[config.mk]
export PLATFORM = sky130hd
export DESIGN_NAME = intercom_unlock_sequencer
export DESIGN_NICKNAME = d
export VERILOG_FILES = /design/src/hw/rtl/ius_pkg.sv /design/src/hw/rtl/ius_core.sv /design/src/hw/rtl/ius_serializer.sv /design/src/hw/rtl/ius_cfg_regs.sv /design/src/hw/rtl/intercom_unlock_sequencer.sv
export SDC_FILE = /design/constraint.sdc
export NUM_CORES = 1
export LEC_CHECK = 0
export BUFFER_PORTS_ARGS = -buffer_cell sky130_fd_sc_hd__buf_2
export CAP_MARGIN = 20
export CORE_AREA = 3 3 230 232
export DETAILED_ROUTE_END_ITERATION = 16
export DIE_AREA = 0 0 233 235
export GPL_TIMING_DRIVEN = 0
export PLACE_DENSITY = 0.65
export SLEW_MARGIN = 30
export SYNTH_ARGS = -nofsm -noshare
export SYNTH_HDL_FRONTEND = slang
export SYNTH_SLANG_ARGS = --single-unit
[constraint.sdc]
create_clock -name clk -period 6.45 [get_ports clk]
set_clock_uncertainty 0.2 [all_clocks]
set_input_delay 0.3225 -clock clk [delete_from_list [all_inputs] [get_ports clk]]
set_output_delay 0.3225 -clock clk [all_outputs]
set_load 0.01 [all_outputs]
[src/hw/rtl/ius_pkg.sv]
`timescale 1ns / 1ps
`default_nettype none
package ius_pkg;

    localparam int PatternLength = 4;
    localparam int TimerBits     = 16;

    typedef struct packed {
        logic [1:0] func;
        logic [7:0] rx_byte;
    } in_item_t;

    typedef struct packed {
        logic [1:0] kind;
        logic [7:0] tx_byte;
        logic       alert_level;
        logic [1:0] lock_state;
        logic       last;
    } out_item_t;

    localparam logic [1:0] FUNC_BYTE   = 2'd0;
    localparam logic [1:0] FUNC_TICK   = 2'd1;
    localparam logic [1:0] FUNC_UNLOCK = 2'd2;

    localparam logic [1:0] KIND_TX    = 2'd0;
    localparam logic [1:0] KIND_ALERT = 2'd1;
    localparam logic [1:0] KIND_LOCK  = 2'd2;

    localparam logic [1:0] LOCK_LOCKED    = 2'd0;
    localparam logic [1:0] LOCK_UNLOCKING = 2'd1;
    localparam logic [1:0] LOCK_UNLOCKED  = 2'd2;
    localparam logic [1:0] LOCK_JAMMED    = 2'd3;

    localparam logic [2:0] REG_CALL_PAT    = 3'd0;
    localparam logic [2:0] REG_CONFIRM_PAT = 3'd1;
    localparam logic [2:0] REG_COMMANDS    = 3'd2;
    localparam logic [2:0] REG_CLEAR_BUS   = 3'd3;
    localparam logic [2:0] REG_ALERT       = 3'd4;
    localparam logic [2:0] REG_TIMEOUT     = 3'd5;
    localparam logic [2:0] REG_DELAY       = 3'd6;

    // Result slot: either a 4-byte frame burst or a single event
    typedef enum logic [2:0] {
        EV_NONE, EV_ALERT_UP, EV_ALERT_DOWN, EV_LOCK, EV_FRAME
    } ev_kind_t;

    typedef struct packed {
        ev_kind_t   ev;
        logic [1:0] lock;
        logic [31:0] frame;
    } ev_t;

    localparam int NumEv = 6;

    typedef struct packed {
        logic [31:0] call_pat;
        logic [31:0] confirm_pat;
        logic [15:0] commands;
        logic [31:0] bus_reset_word;
        logic [15:0] alert_ticks;
        logic [15:0] timeout_ticks;
        logic [15:0] delay_ticks;
    } cfg_t;

    function automatic logic [TimerBits-1:0] cap_ticks(input logic [15:0] t);
        if (TimerBits >= 16)
            return TimerBits'(t);
        else if ((t >> TimerBits) != 16'd0)
            return '1;
        else
            return t[TimerBits-1:0];
    endfunction

endpackage
`default_nettype wire

[src/hw/rtl/ius_core.sv]
`timescale 1ns / 1ps
`default_nettype none
module ius_core
    import ius_pkg::*;
(
    input  wire logic          clk,
    input  wire logic          rst_n,
    input  wire logic          go,
    input  wire in_item_t      item,
    input  wire cfg_t          cfg,
    output ev_t [NumEv-1:0]    evs
);

    localparam int NT = 6;
    localparam int TA = 0, TCS = 1, TCW = 2, TUS = 3, TUW = 4, TCL = 5;

    typedef enum logic [1:0] {
        PH_IDLE, PH_WAIT_CALL, PH_WAIT_UNLOCK
    } phase_t;

    logic [2:0] call_pos_reg, call_pos_next, conf_pos_reg, conf_pos_next;
    phase_t phase_reg, phase_next;
    logic [NT-1:0] act_reg, act_next;
    logic [NT-1:0][TimerBits-1:0] cnt_reg, cnt_next;

    function automatic logic [7:0] fbyte(input logic [31:0] w, input logic [2:0] k);
        return w[8*(3-k[1:0]) +: 8];
    endfunction

    function automatic logic [2:0] mstep(input logic [2:0] p0, input logic [31:0] w,
                                         input logic [7:0] b, output logic hit);
        logic [2:0] p;
        p = (p0 >= 3'(PatternLength)) ? 3'd0 : p0;
        hit = 1'b0;
        if (b == fbyte(w, p)) begin
            if (p == 3'(PatternLength - 1)) begin
                hit = 1'b1;
                return 3'd0;
            end
            return p + 3'd1;
        end
        return (b == fbyte(w, 3'd0)) ? 3'd1 : 3'd0;
    endfunction

    always_comb
    begin
        logic call_hit, conf_hit;
        logic [NT-1:0] exp_v;
        logic [TimerBits-1:0] dly, tmo;
        logic [31:0] cmd_call, cmd_unl;
        call_pos_next = call_pos_reg;
        conf_pos_next = conf_pos_reg;
        phase_next = phase_reg;
        act_next = act_reg;
        cnt_next = cnt_reg;
        evs = '0;
        exp_v = '0;
        call_hit = 1'b0;
        conf_hit = 1'b0;
        dly = cap_ticks(cfg.delay_ticks);
        tmo = cap_ticks(cfg.timeout_ticks);
        cmd_call = {cfg.confirm_pat[31:8], cfg.commands[15:8]};
        cmd_unl  = {cfg.confirm_pat[31:8], cfg.commands[7:0]};
        case (item.func)
            FUNC_BYTE:
            begin
                call_pos_next = mstep(call_pos_reg, cfg.call_pat, item.rx_byte, call_hit);
                conf_pos_next = mstep(conf_pos_reg, cfg.confirm_pat, item.rx_byte, conf_hit);
                if (call_hit)
                begin
                    evs[0].ev = EV_ALERT_UP;
                    act_next[TA] = 1'b1;
                    cnt_next[TA] = cap_ticks(cfg.alert_ticks);
                end
                if (conf_hit && phase_reg == PH_WAIT_CALL)
                begin
                    act_next[TCW] = 1'b0;
                    cnt_next[TCW] = '0;
                    phase_next = PH_WAIT_UNLOCK;
                    act_next[TUS] = 1'b1;
                    cnt_next[TUS] = dly;
                end
                else if (conf_hit && phase_reg == PH_WAIT_UNLOCK)
                begin
                    act_next[TUW] = 1'b0;
                    cnt_next[TUW] = '0;
                    phase_next = PH_IDLE;
                    act_next[TCL] = 1'b1;
                    cnt_next[TCL] = dly;
                    evs[1].ev = EV_LOCK;
                    evs[1].lock = LOCK_UNLOCKED;
                end
            end
            FUNC_TICK:
            begin
                for (int i = 0; i < NT; i++)
                begin
                    if (act_reg[i])
                    begin
                        if (cnt_reg[i] <= TimerBits'(1))
                        begin
                            act_next[i] = 1'b0;
                            cnt_next[i] = '0;
                            exp_v[i] = 1'b1;
                        end
                        else
                            cnt_next[i] = cnt_reg[i] - TimerBits'(1);
                    end
                end
                if (exp_v[TA])
                    evs[0].ev = EV_ALERT_DOWN;
                if (exp_v[TCS])
                begin
                    evs[1].ev = EV_FRAME;
                    evs[1].frame = cmd_call;
                    act_next[TCW] = 1'b1;
                    cnt_next[TCW] = tmo;
                    exp_v[TCW] = 1'b0;
                end
                if (exp_v[TCW] && phase_next == PH_WAIT_CALL)
                begin
                    phase_next = PH_IDLE;
                    act_next[TCL] = 1'b1;
                    cnt_next[TCL] = dly;
                    exp_v[TCL] = 1'b0;
                    evs[2].ev = EV_LOCK;
                    evs[2].lock = LOCK_JAMMED;
                end
                if (exp_v[TUS])
                begin
                    evs[3].ev = EV_FRAME;
                    evs[3].frame = cmd_unl;
                    act_next[TUW] = 1'b1;
                    cnt_next[TUW] = tmo;
                    exp_v[TUW] = 1'b0;
                end
                if (exp_v[TUW] && phase_next == PH_WAIT_UNLOCK)
                begin
                    phase_next = PH_IDLE;
                    act_next[TCL] = 1'b1;
                    cnt_next[TCL] = dly;
                    exp_v[TCL] = 1'b0;
                    evs[4].ev = EV_LOCK;
                    evs[4].lock = LOCK_JAMMED;
                end
                if (exp_v[TCL])
                begin
                    evs[5].ev = EV_FRAME;
                    evs[5].frame = cfg.bus_reset_word;
                end
            end
            FUNC_UNLOCK:
            begin
                if (phase_reg == PH_IDLE)
                begin
                    evs[0].ev = EV_LOCK;
                    evs[0].lock = LOCK_UNLOCKING;
                    evs[1].ev = EV_FRAME;
                    evs[1].frame = cfg.bus_reset_word;
                    phase_next = PH_WAIT_CALL;
                    act_next[TCS] = 1'b1;
                    cnt_next[TCS] = dly;
                end
            end
            default:
            begin
                evs = '0;
            end
        endcase
    end

    always_ff @(posedge clk or negedge rst_n)
    begin
        if (!rst_n)
        begin
            call_pos_reg <= '0;
            conf_pos_reg <= '0;
            phase_reg <= PH_IDLE;
            act_reg <= '0;
            cnt_reg <= '0;
        end
        else if (go)
        begin
            call_pos_reg <= call_pos_next;
            conf_pos_reg <= conf_pos_next;
            phase_reg <= phase_next;
            act_reg <= act_next;
            cnt_reg <= cnt_next;
        end
    end

    a_phase_legal: assert property (@(posedge clk) disable iff (!rst_n)
        phase_reg == PH_IDLE || phase_reg == PH_WAIT_CALL || phase_reg == PH_WAIT_UNLOCK)
        else $error("sequence phase out of range");
    a_pos_legal: assert property (@(posedge clk) disable iff (!rst_n)
        call_pos_reg < 3'd4 && conf_pos_reg < 3'd4) else $error("matcher position bad");
    a_idle_no_wait: assert property (@(posedge clk) disable iff (!rst_n)
        go && item.func == FUNC_UNLOCK && phase_reg == PH_IDLE |=> phase_reg == PH_WAIT_CALL)
        else $error("unlock request did not start sequence");

endmodule
`default_nettype wire

[src/hw/rtl/ius_serializer.sv]
`timescale 1ns / 1ps
`default_nettype none
module ius_serializer
    import ius_pkg::*;
(
    input  wire logic            clk,
    input  wire logic            rst_n,
    input  wire logic            load,
    input  wire ev_t [NumEv-1:0] evs,
    output logic                 busy,
    output logic                 out_valid,
    input  wire logic            out_ready,
    output out_item_t            out_item
);

    ev_t [NumEv-1:0] q_reg;
    logic [NumEv-1:0] pend_reg;
    logic [1:0] byte_reg;
    logic [2:0] sel;
    logic any;
    logic more;
    ev_t cur;

    always_comb
    begin
        sel = '0;
        any = 1'b0;
        for (int i = NumEv - 1; i >= 0; i--)
        begin
            if (pend_reg[i])
            begin
                sel = 3'(i);
                any = 1'b1;
            end
        end
        cur = q_reg[sel];
        more = 1'b0;
        for (int i = 0; i < NumEv; i++)
            if (pend_reg[i] && 3'(i) > sel)
                more = 1'b1;
    end

    logic seg_end;
    assign seg_end = (cur.ev != EV_FRAME) || (byte_reg == 2'd3);

    always_comb
    begin
        out_item = '0;
        case (cur.ev)
            EV_ALERT_UP:
            begin
                out_item.kind = KIND_ALERT;
                out_item.alert_level = 1'b1;
            end
            EV_ALERT_DOWN:
                out_item.kind = KIND_ALERT;
            EV_LOCK:
            begin
                out_item.kind = KIND_LOCK;
                out_item.lock_state = cur.lock;
            end
            EV_FRAME:
            begin
                out_item.kind = KIND_TX;
                out_item.tx_byte = cur.frame[8*(3-byte_reg) +: 8];
            end
            default:
                out_item.kind = KIND_TX;
        endcase
        out_item.last = seg_end && !more;
    end

    assign out_valid = any;
    assign busy = any;

    always_ff @(posedge clk or negedge rst_n)
    begin
        if (!rst_n)
        begin
            pend_reg <= '0;
            byte_reg <= '0;
        end
        else if (load)
        begin
            for (int i = 0; i < NumEv; i++)
                pend_reg[i] <= (evs[i].ev != EV_NONE);
            byte_reg <= '0;
        end
        else if (any && out_ready)
        begin
            if (seg_end)
            begin
                pend_reg[sel] <= 1'b0;
                byte_reg <= '0;
            end
            else
                byte_reg <= byte_reg + 2'd1;
        end
    end

    always_ff @(posedge clk)
    begin
        if (load)
            q_reg <= evs;
    end

    // A load may only overlap the transfer of the final pending result
    a_no_load_busy: assert property (@(posedge clk) disable iff (!rst_n)
        load |-> !any || (out_ready && out_item.last)) else $error("load while results pending");
    a_last_drains: assert property (@(posedge clk) disable iff (!rst_n)
        out_valid && out_ready && out_item.last && !load |=> !out_valid)
        else $error("results after last");
    a_byte_range: assert property (@(posedge clk) disable iff (!rst_n)
        cur.ev != EV_FRAME && any |-> byte_reg == 2'd0) else $error("byte index stray");

endmodule
`default_nettype wire

[src/hw/rtl/ius_cfg_regs.sv]
`timescale 1ns / 1ps
`default_nettype none
module ius_cfg_regs
    import ius_pkg::*;
(
    input  wire logic        clk,
    input  wire logic        rst_n,
    input  wire logic        cfg_valid,
    input  wire logic [2:0]  cfg_index,
    input  wire logic [31:0] cfg_data,
    output cfg_t             cfg
);

    cfg_t cfg_reg;
    assign cfg = cfg_reg;

    always_ff @(posedge clk or negedge rst_n)
    begin
        if (!rst_n)
        begin
            cfg_reg <= '{32'd0, 32'd0, 16'd0, 32'd0, 16'd1000, 16'd5000, 16'd100};
        end
        else if (cfg_valid)
        begin
            case (cfg_index)
                REG_CALL_PAT:    cfg_reg.call_pat <= cfg_data;
                REG_CONFIRM_PAT: cfg_reg.confirm_pat <= cfg_data;
                REG_COMMANDS:    cfg_reg.commands <= cfg_data[15:0];
                REG_CLEAR_BUS:   cfg_reg.bus_reset_word <= cfg_data;
                REG_ALERT:       cfg_reg.alert_ticks <= cfg_data[15:0];
                REG_TIMEOUT:     cfg_reg.timeout_ticks <= cfg_data[15:0];
                REG_DELAY:       cfg_reg.delay_ticks <= cfg_data[15:0];
                default:         cfg_reg <= cfg_reg;
            endcase
        end
    end

endmodule
`default_nettype wire

[src/hw/rtl/intercom_unlock_sequencer.sv]
// Intercom unlock sequencer.
// Input channel (in_valid/in_ready/in_item) carries received bus bytes,
// millisecond ticks and unlock requests. Output channel (out_valid/out_ready/
// out_item) returns transmit bytes, alert level changes and lock state changes;
// the final result of each item has last set, and items with no result emit none.
// Configuration writes use cfg_valid/cfg_ready/cfg_index/cfg_data, always ready.
// An accepted item is processed in the transfer cycle; its results appear from
// the next cycle, one per cycle while out_ready is high, up to thirteen results.
// A new item is accepted in the same cycle as the last result transfers; an
// item with no results does not hold in_ready low.
// A stalled receiver holds out_item steady and in_ready low.
// Reset clears matchers, sequence phase, all timers and pending results, and
// loads the register defaults (alert 1000, timeout 5000, delay 100 ticks).
`timescale 1ns / 1ps
`default_nettype none
module intercom_unlock_sequencer
    import ius_pkg::*;
(
    input  wire logic        clk,
    input  wire logic        rst_n,
    input  wire logic        in_valid,
    output logic             in_ready,
    input  wire in_item_t    in_item,
    output logic             out_valid,
    input  wire logic        out_ready,
    output out_item_t        out_item,
    input  wire logic        cfg_valid,
    output logic             cfg_ready,
    input  wire logic [2:0]  cfg_index,
    input  wire logic [31:0] cfg_data
);

    cfg_t cfg;
    ev_t [NumEv-1:0] evs;
    logic busy, go, last_xfer;

    assign cfg_ready = 1'b1;
    assign last_xfer = out_valid && out_ready && out_item.last;
    assign in_ready = !busy || last_xfer;
    assign go = in_valid && in_ready;

    ius_cfg_regs u_cfg (
        .clk(clk), .rst_n(rst_n), .cfg_valid(cfg_valid),
        .cfg_index(cfg_index), .cfg_data(cfg_data), .cfg(cfg)
    );

    ius_core u_core (
        .clk(clk), .rst_n(rst_n), .go(go), .item(in_item), .cfg(cfg), .evs(evs)
    );

    ius_serializer u_ser (
        .clk(clk), .rst_n(rst_n), .load(go), .evs(evs), .busy(busy),
        .out_valid(out_valid), .out_ready(out_ready), .out_item(out_item)
    );

endmodule
`default_nettype wire
==> run metrics, run 1 <==
Worst Path Required 5930 ps; RSZ-0062 raised after global routing no; # setup viols final 0; DRC 0; GR Util All Layers 0.224; GRT overflow 0; first-pass GRT wire length 96200 um; synth warn 0; gpl congestion 0.933; Tcrit/Tclk final 0.687; Gate Count Post-Synth 1869; Largest register FFs 160; wire per inst 23.0 um; IO Port Bufs 55; post_cts resized 0; Util after Layout 0.456; post-synthesis mux area share 0.131; Synth Area in Compound Gates 0.156; DP Wirelength 45500 um; synthesized cell area 20400 um^2; Synth Area in Simple Gates 0.151; Period minus WS final 4430 ps; asr flop ratio synth 0.720; die width 233 um; Area Growth Syn to Fin 14.6%; synthesized flop and latch total 386; chip height 235 um; Max Cap Violations 0; number of max-slew violations in the final report 0; syn nets 1939; clock slew seen by the registers of the worst setup and hold paths 70 ps; Starting Density 0.398; Seq/Total Area, Yosys 0.502; syn avg cell area 10.9 um^2; layout cell share with drive strength beyond 1 0.186; xor/xnor share of the synthesized area 0.0129; # clock sinks 386; Row Count 83; fmax 0.226 GHz; htree depth 2; first-pass iteration count of the detailed router 5; Tightest Pin Transition 929 ps; vias in the first global route 16.0k; Rel. slew slack 0.376; post-detailed-route count of antenna-violating nets 0; worst min-delay path class input port to flop; via count 16.3k; total I/O pin count 67; commonest non-fill, non-tap cell in the layout dfrtp_1; Crit Path Max Fanout 10; Post-synth EDFFs 108; CORE AREA 51200 um^2; Worst Path Arrival 3910 ps; Via density 6.02; later-pin clock latency in the skew report 560 ps; Pleak 9.13 nW; CTS tree done; die area 54800 um^2; Worst Setup Start Kind flop; Final Hold Fails 0; post-synthesis adder-cell area fraction 0.0133; Crit Path Category flop to output port; root buf cell clkbuf_16; status completed; prevailing post-synth register cell dfrtp_1; Post-Route WL 62300 um; most frequent cells in the layout dfrtp_1 (264), mux2_2 (157), nor2_1 (125), clkbuf_1 (111), edfxtp_1 (108); final instance area 23300 um^2; antenna violations before repair 0; largest net degree at the start of global routing 89; Antenna Cells 0; Synth cell types 91; Num CTS Buffers 41; Peak supply drop 0.189 mV; largest family of logic cells by synthesized area compound AO/OA/AOI/OAI gates; Longest Clk Path Bufs 3; Nets 2067; Placed Instance Area 21700 um^2; pwr dens 376 nW/um^2; CP endpoint kind output port; drt initial violations 1447
[Yosys cell counts (21+ instances only)]
library cell,number,share of area
mux4_2,24,0.027
edfxtp_1,108,0.16
nand2_1,95,0.018
nor2b_1,43,0.013
nor4_1,37,0.011
o31ai_1,21,0.0077
mux2i_1,33,0.016
xnor2_1,23,0.0099
a22o_1,22,0.0095
inv_1,52,0.0096
nor3_1,73,0.018
mux2_2,157,0.087
clkbuf_1,98,0.018
nor2_1,125,0.023
nand3_1,37,0.0091
a21oi_1,88,0.022
a22oi_1,53,0.020
and3_1,40,0.012
dfrtp_1,264,0.32
and2_1,36,0.011
o21ai_0,101,0.025
[critical path, stage by stage, from the launching register on]
cell	delay [ps]
dfrtp_1	390
clkbuf_1	230
nor2_1	270
and2_1	210
clkbuf_1	640
buf_2	490
mux4_2	580
mux2i_1	230
a211oi_1	130
buf_2	170
[worst paths after layout]
check | slack, ps | cells after the start | end | from
worst min register to register | 280 | 1 | u_core.cnt_reg[2] | u_cfg.cfg[34]
min in group asynchronous | 90 | 2 | u_core.cnt_reg[46] | rst_n
max in group asynchronous | 5150 | 3 | u_cfg.cfg[38] | rst_n
worst max register to register | 2020 | 12 | u_ser.q_reg[212] | u_ser.pend_reg[0]
worst min-delay path | 40 | 2 | u_cfg.cfg[52] | cfg_data[4]
worst max-delay path | 2020 | 9 | out_item[5] | u_ser.pend_reg[0]
[metrics by stage]
stage	TNS, ps	worst slack (ps)	hold WS, ps	std cells	power, W
5_1_grt	0	1700	29.1	2710	0.00926
3_5_place_dp	0	2140	84.9	2613	0.00625
4_1_cts	0	1940	15.8	2710	0.00877
3_3_place_gp	-255020	-1780	271	2604	0.00617
2_1_floorplan	0	450	-173	1869	0.00540
6_report	0	2020	37.4	2710	0.00878
[report_power, final]
part	switching (W)	internal, W
Clock	0.00102	0.00148
Combinational	0.00149	0.00100
Sequential	0.000597	0.00319
Total	0.00310	0.00567
[metal layers]
metal	vias up	part of all wire	GRT usage
li1	7273	-	-
met1	8211	0.44	0.320
met2	712	0.47	0.356
met3	113	0.062	0.0310
met4	0	0.028	0.0664
met5	-	0	0
[final cells by class]
class	instances	area, um^2
clock inverters	15	208
inverters	54	203
multi-input cells	1307	9460
repair buffers	85	671
fillers	4643	27900
clock buffers	61	1220
well taps	680	851
flip-flops and latches	386	10200
plain buffers	122	510
[cells by family after synthesis]
family                   Yosys count
adder cells (fa/ha/maj)           22
AO/OA/AOI/OAI                    456
other                              1
buffers and inverters            176
multiplexers                     216
flip-flops                       386
AND/OR/NAND/NOR                  582
XOR/XNOR                          30
[timing repair]
item / 4_1_cts / 5_1_grt
setup buffers: 0 / 0
hold endpoints to repair: 321 / 0
setup endpoints to repair: 0 / 0
hold buffers: 21 / 0
Power figures use the tool's default switching activity.
==> run 2: changes to the inputs <==
Clock period 6.45 ns to 3.68 ns, I/O delays scaled along.
==> run metrics, run 2 (synthesis results as in run 1) <==
status completed (unchanged); largest net degree at the start of global routing 86 (was 89); htree depth 2 (unchanged); fillers 4648 (was 4643); clock slew seen by the registers of the worst setup and hold paths 70 ps (about the same); Period minus WS final 3620 ps; first-pass GRT wire length 96500 um (was 96200 um); critical path's slowest cell o31ai_4 (was clkbuf_1); chip height 235 um (unchanged); HP Start cfg_valid (was cfg_data[4]); Worst Path Required 3950 ps (was 5930 ps); Num CTS Buffers 40 (was 41); Critical path origin u_core.conf_pos_reg[1] (was u_ser.pend_reg[0]); worst hold margin 32.2 ps (was 37.4 ps); Crit Path Category flop to flop (was flop to output port); post-detailed-route count of antenna-violating nets 0 (unchanged); pre-CTS setup slack -623 ps (was 2140 ps); layout cell share with drive strength beyond 1 0.194 (was 0.186); GRT overflow 0 (unchanged); wire per inst 23.1 um (was 23.0 um); Starting Density 0.398 (unchanged); CP endpoint kind flop (was output port); RSZ-0062 raised after global routing yes (was no); sink of the worst hold path u_cfg.cfg[80] (was u_cfg.cfg[52]); Worst Path Arrival 3890 ps (was 3910 ps); final worst slack 61.3 ps (was 2020 ps); CORE AREA 51200 um^2 (unchanged); Final Hold Fails 0 (unchanged); worst r2r path cells 10 (was 12); via count 16.3k (about the same); gpl congestion 0.941 (was 0.933); commonest non-fill, non-tap cell in the layout dfrtp_1 (unchanged); Max Cap Violations 0 (unchanged); worst min-delay path class input port to flop (unchanged); CTS tree done (unchanged); GR Util All Layers 0.226 (was 0.224); drt initial violations 1845 (was 1447); total I/O pin count 67 (unchanged); Tightest Pin Transition 955 ps (was 929 ps); number of max-slew violations in the final report 0 (unchanged); vias in the first global route 16.0k (about the same); IO Port Bufs 55 (unchanged); DP Wirelength 45000 um (was 45500 um); die area 54800 um^2 (unchanged); Post-Route WL 63000 um (was 62300 um); first-pass iteration count of the detailed router 6 (was 5); RR Endpoint u_core.cnt_reg[36] (was u_ser.q_reg[212]); antenna violations before repair 3 (was 0); Largest register FFs 160 (unchanged); Reg2Reg Launch Point u_core.conf_pos_reg[1] (was u_ser.pend_reg[0]); pwr dens 649 nW/um^2 (was 376 nW/um^2); root buf cell clkbuf_16 (unchanged); Row Count 83 (unchanged); Peak supply drop 0.334 mV (was 0.189 mV); Util after Layout 0.460 (was 0.456); Rel. slew slack 0.363 (was 0.376); CP max stage delay 620 ps (was 640 ps); later-pin clock latency in the skew report 560 ps (about the same); Worst Setup Start Kind flop (unchanged); Crit Path Max Fanout 10 (unchanged); Area Growth Syn to Fin 15.7% (was 14.6%); setup tns final 0 ps (unchanged); die width 233 um (unchanged); Via density 5.98 (was 6.02); fmax 0.276 GHz; Longest Clk Path Bufs 3 (unchanged); Nets 2082 (was 2067); slack of the worst reg-to-reg path 60 ps (was 2020 ps); CP cell instances buf_6 > buf_4 > mux2_1 > a222oi_1 > xor2_1 > nand3_2 > o31ai_4 > nand2_1 > buf_2 > o2bb2ai_1 (was clkbuf_1 > nor2_1 > and2_1 > clkbuf_1 > buf_2 > mux4_2 > mux2i_1 > a211oi_1 > buf_2); hold path cells 4 (was 2); Pleak 9.22 nW (was 9.13 nW); # clock sinks 386 (unchanged); overall power 0.0153 W (was 0.00878 W); Tcrit/Tclk final 0.983; DRC 0 (unchanged); # setup viols final 0 (unchanged); most frequent cells in the layout dfrtp_1 (264), mux2_2 (157), nor2_1 (121), edfxtp_1 (108), clkbuf_1 (104) (was dfrtp_1 (264), mux2_2 (157), nor2_1 (125), clkbuf_1 (111), edfxtp_1 (108))
-- run 2: changes by cell type in the layout (fill, tap and decap cells not counted), sizes merged --
cell / previous run / this run
clkinv: 7 / 6
dlygate4sd3: 21 / 38
diode: 0 / 1
clkbuf: 159 / 162
buf: 88 / 86
bufbuf: 0 / 1
inv: 57 / 53
-- run 2: repair_timing --
item / 4_1_cts / 5_1_grt
endpoints found under the setup margin: 210 / 88
cloned: 1 / 0
hold buffers: 39 / 0
pin swaps: 1 / 3
setup buffers: 1 / 2
endpoints found under the hold margin: 350 / 0
gates resized for setup: 17 / 26
-- run 2: how the worst max path moves through the flow --
stage	end	slack [ps]	cells after the start
final	u_core.cnt_reg[36]	60	10
after global routing	u_core.cnt_reg[43]	-2	11
after CTS	out_item[5]	6	9
after floorplan	u_core.act_reg[4]	130	11
after detailed placement	u_core.act_reg[4]	-620	11
after global placement	u_cfg.cfg[76]	-2970	1
-- run 2: metrics by stage --
step / cell area, um^2 / instances
2_1_floorplan: 20400 / 1869
6_report: 23600 / 2725
3_3_place_gp: 21500 / 2604
5_1_grt: 23600 / 2724
4_1_cts: 23500 / 2724
3_5_place_dp: 21600 / 2609
-- run 2: critical path: cells and delay by family (launching register included) --
kind            cells  cell delay (ps)
compound gates      3             1130
simple gates        2              630
buf+inv             3              650
mux                 1              340
flops               1              340
xor+xnor            1              220
-- run 2: power by group --
group	switching, W	leakage [nW]	internal (W)
sequential	0.00105	4.51	0.00560
clock	0.00174	0.646	0.00246
combinational	0.00267	4.07	0.00179
-- run 2: final cells by class --
| type | instances | area, um^2 | area share |
|---|---|---|---|
| inverter | 54 | 203 | 0.00860 |
| tap | 680 | 851 | 0.0361 |
| multi-input combinational | 1307 | 9540 | 0.405 |
| timing repair buffer | 103 | 846 | 0.0359 |
| buffer | 120 | 554 | 0.0235 |
| antenna | 1 | 2.50 | 0.000106 |
| clock inverter | 10 | 185 | 0.00786 |
| clock buffer | 64 | 1160 | 0.0493 |
| sequential | 386 | 10200 | 0.434 |
-- run 2: layer usage --
| metal | global-route usage | vias to the layer above | share of wire |
|---|---|---|---|
| met4 | 0.0791 | 4 | 0.035 |
| li1 | - | 7288 | - |
| met5 | 0 | - | 0.00043 |
| met3 | 0.0367 | 139 | 0.077 |
| met2 | 0.356 | 742 | 0.46 |
| met1 | 0.317 | 8119 | 0.43 |
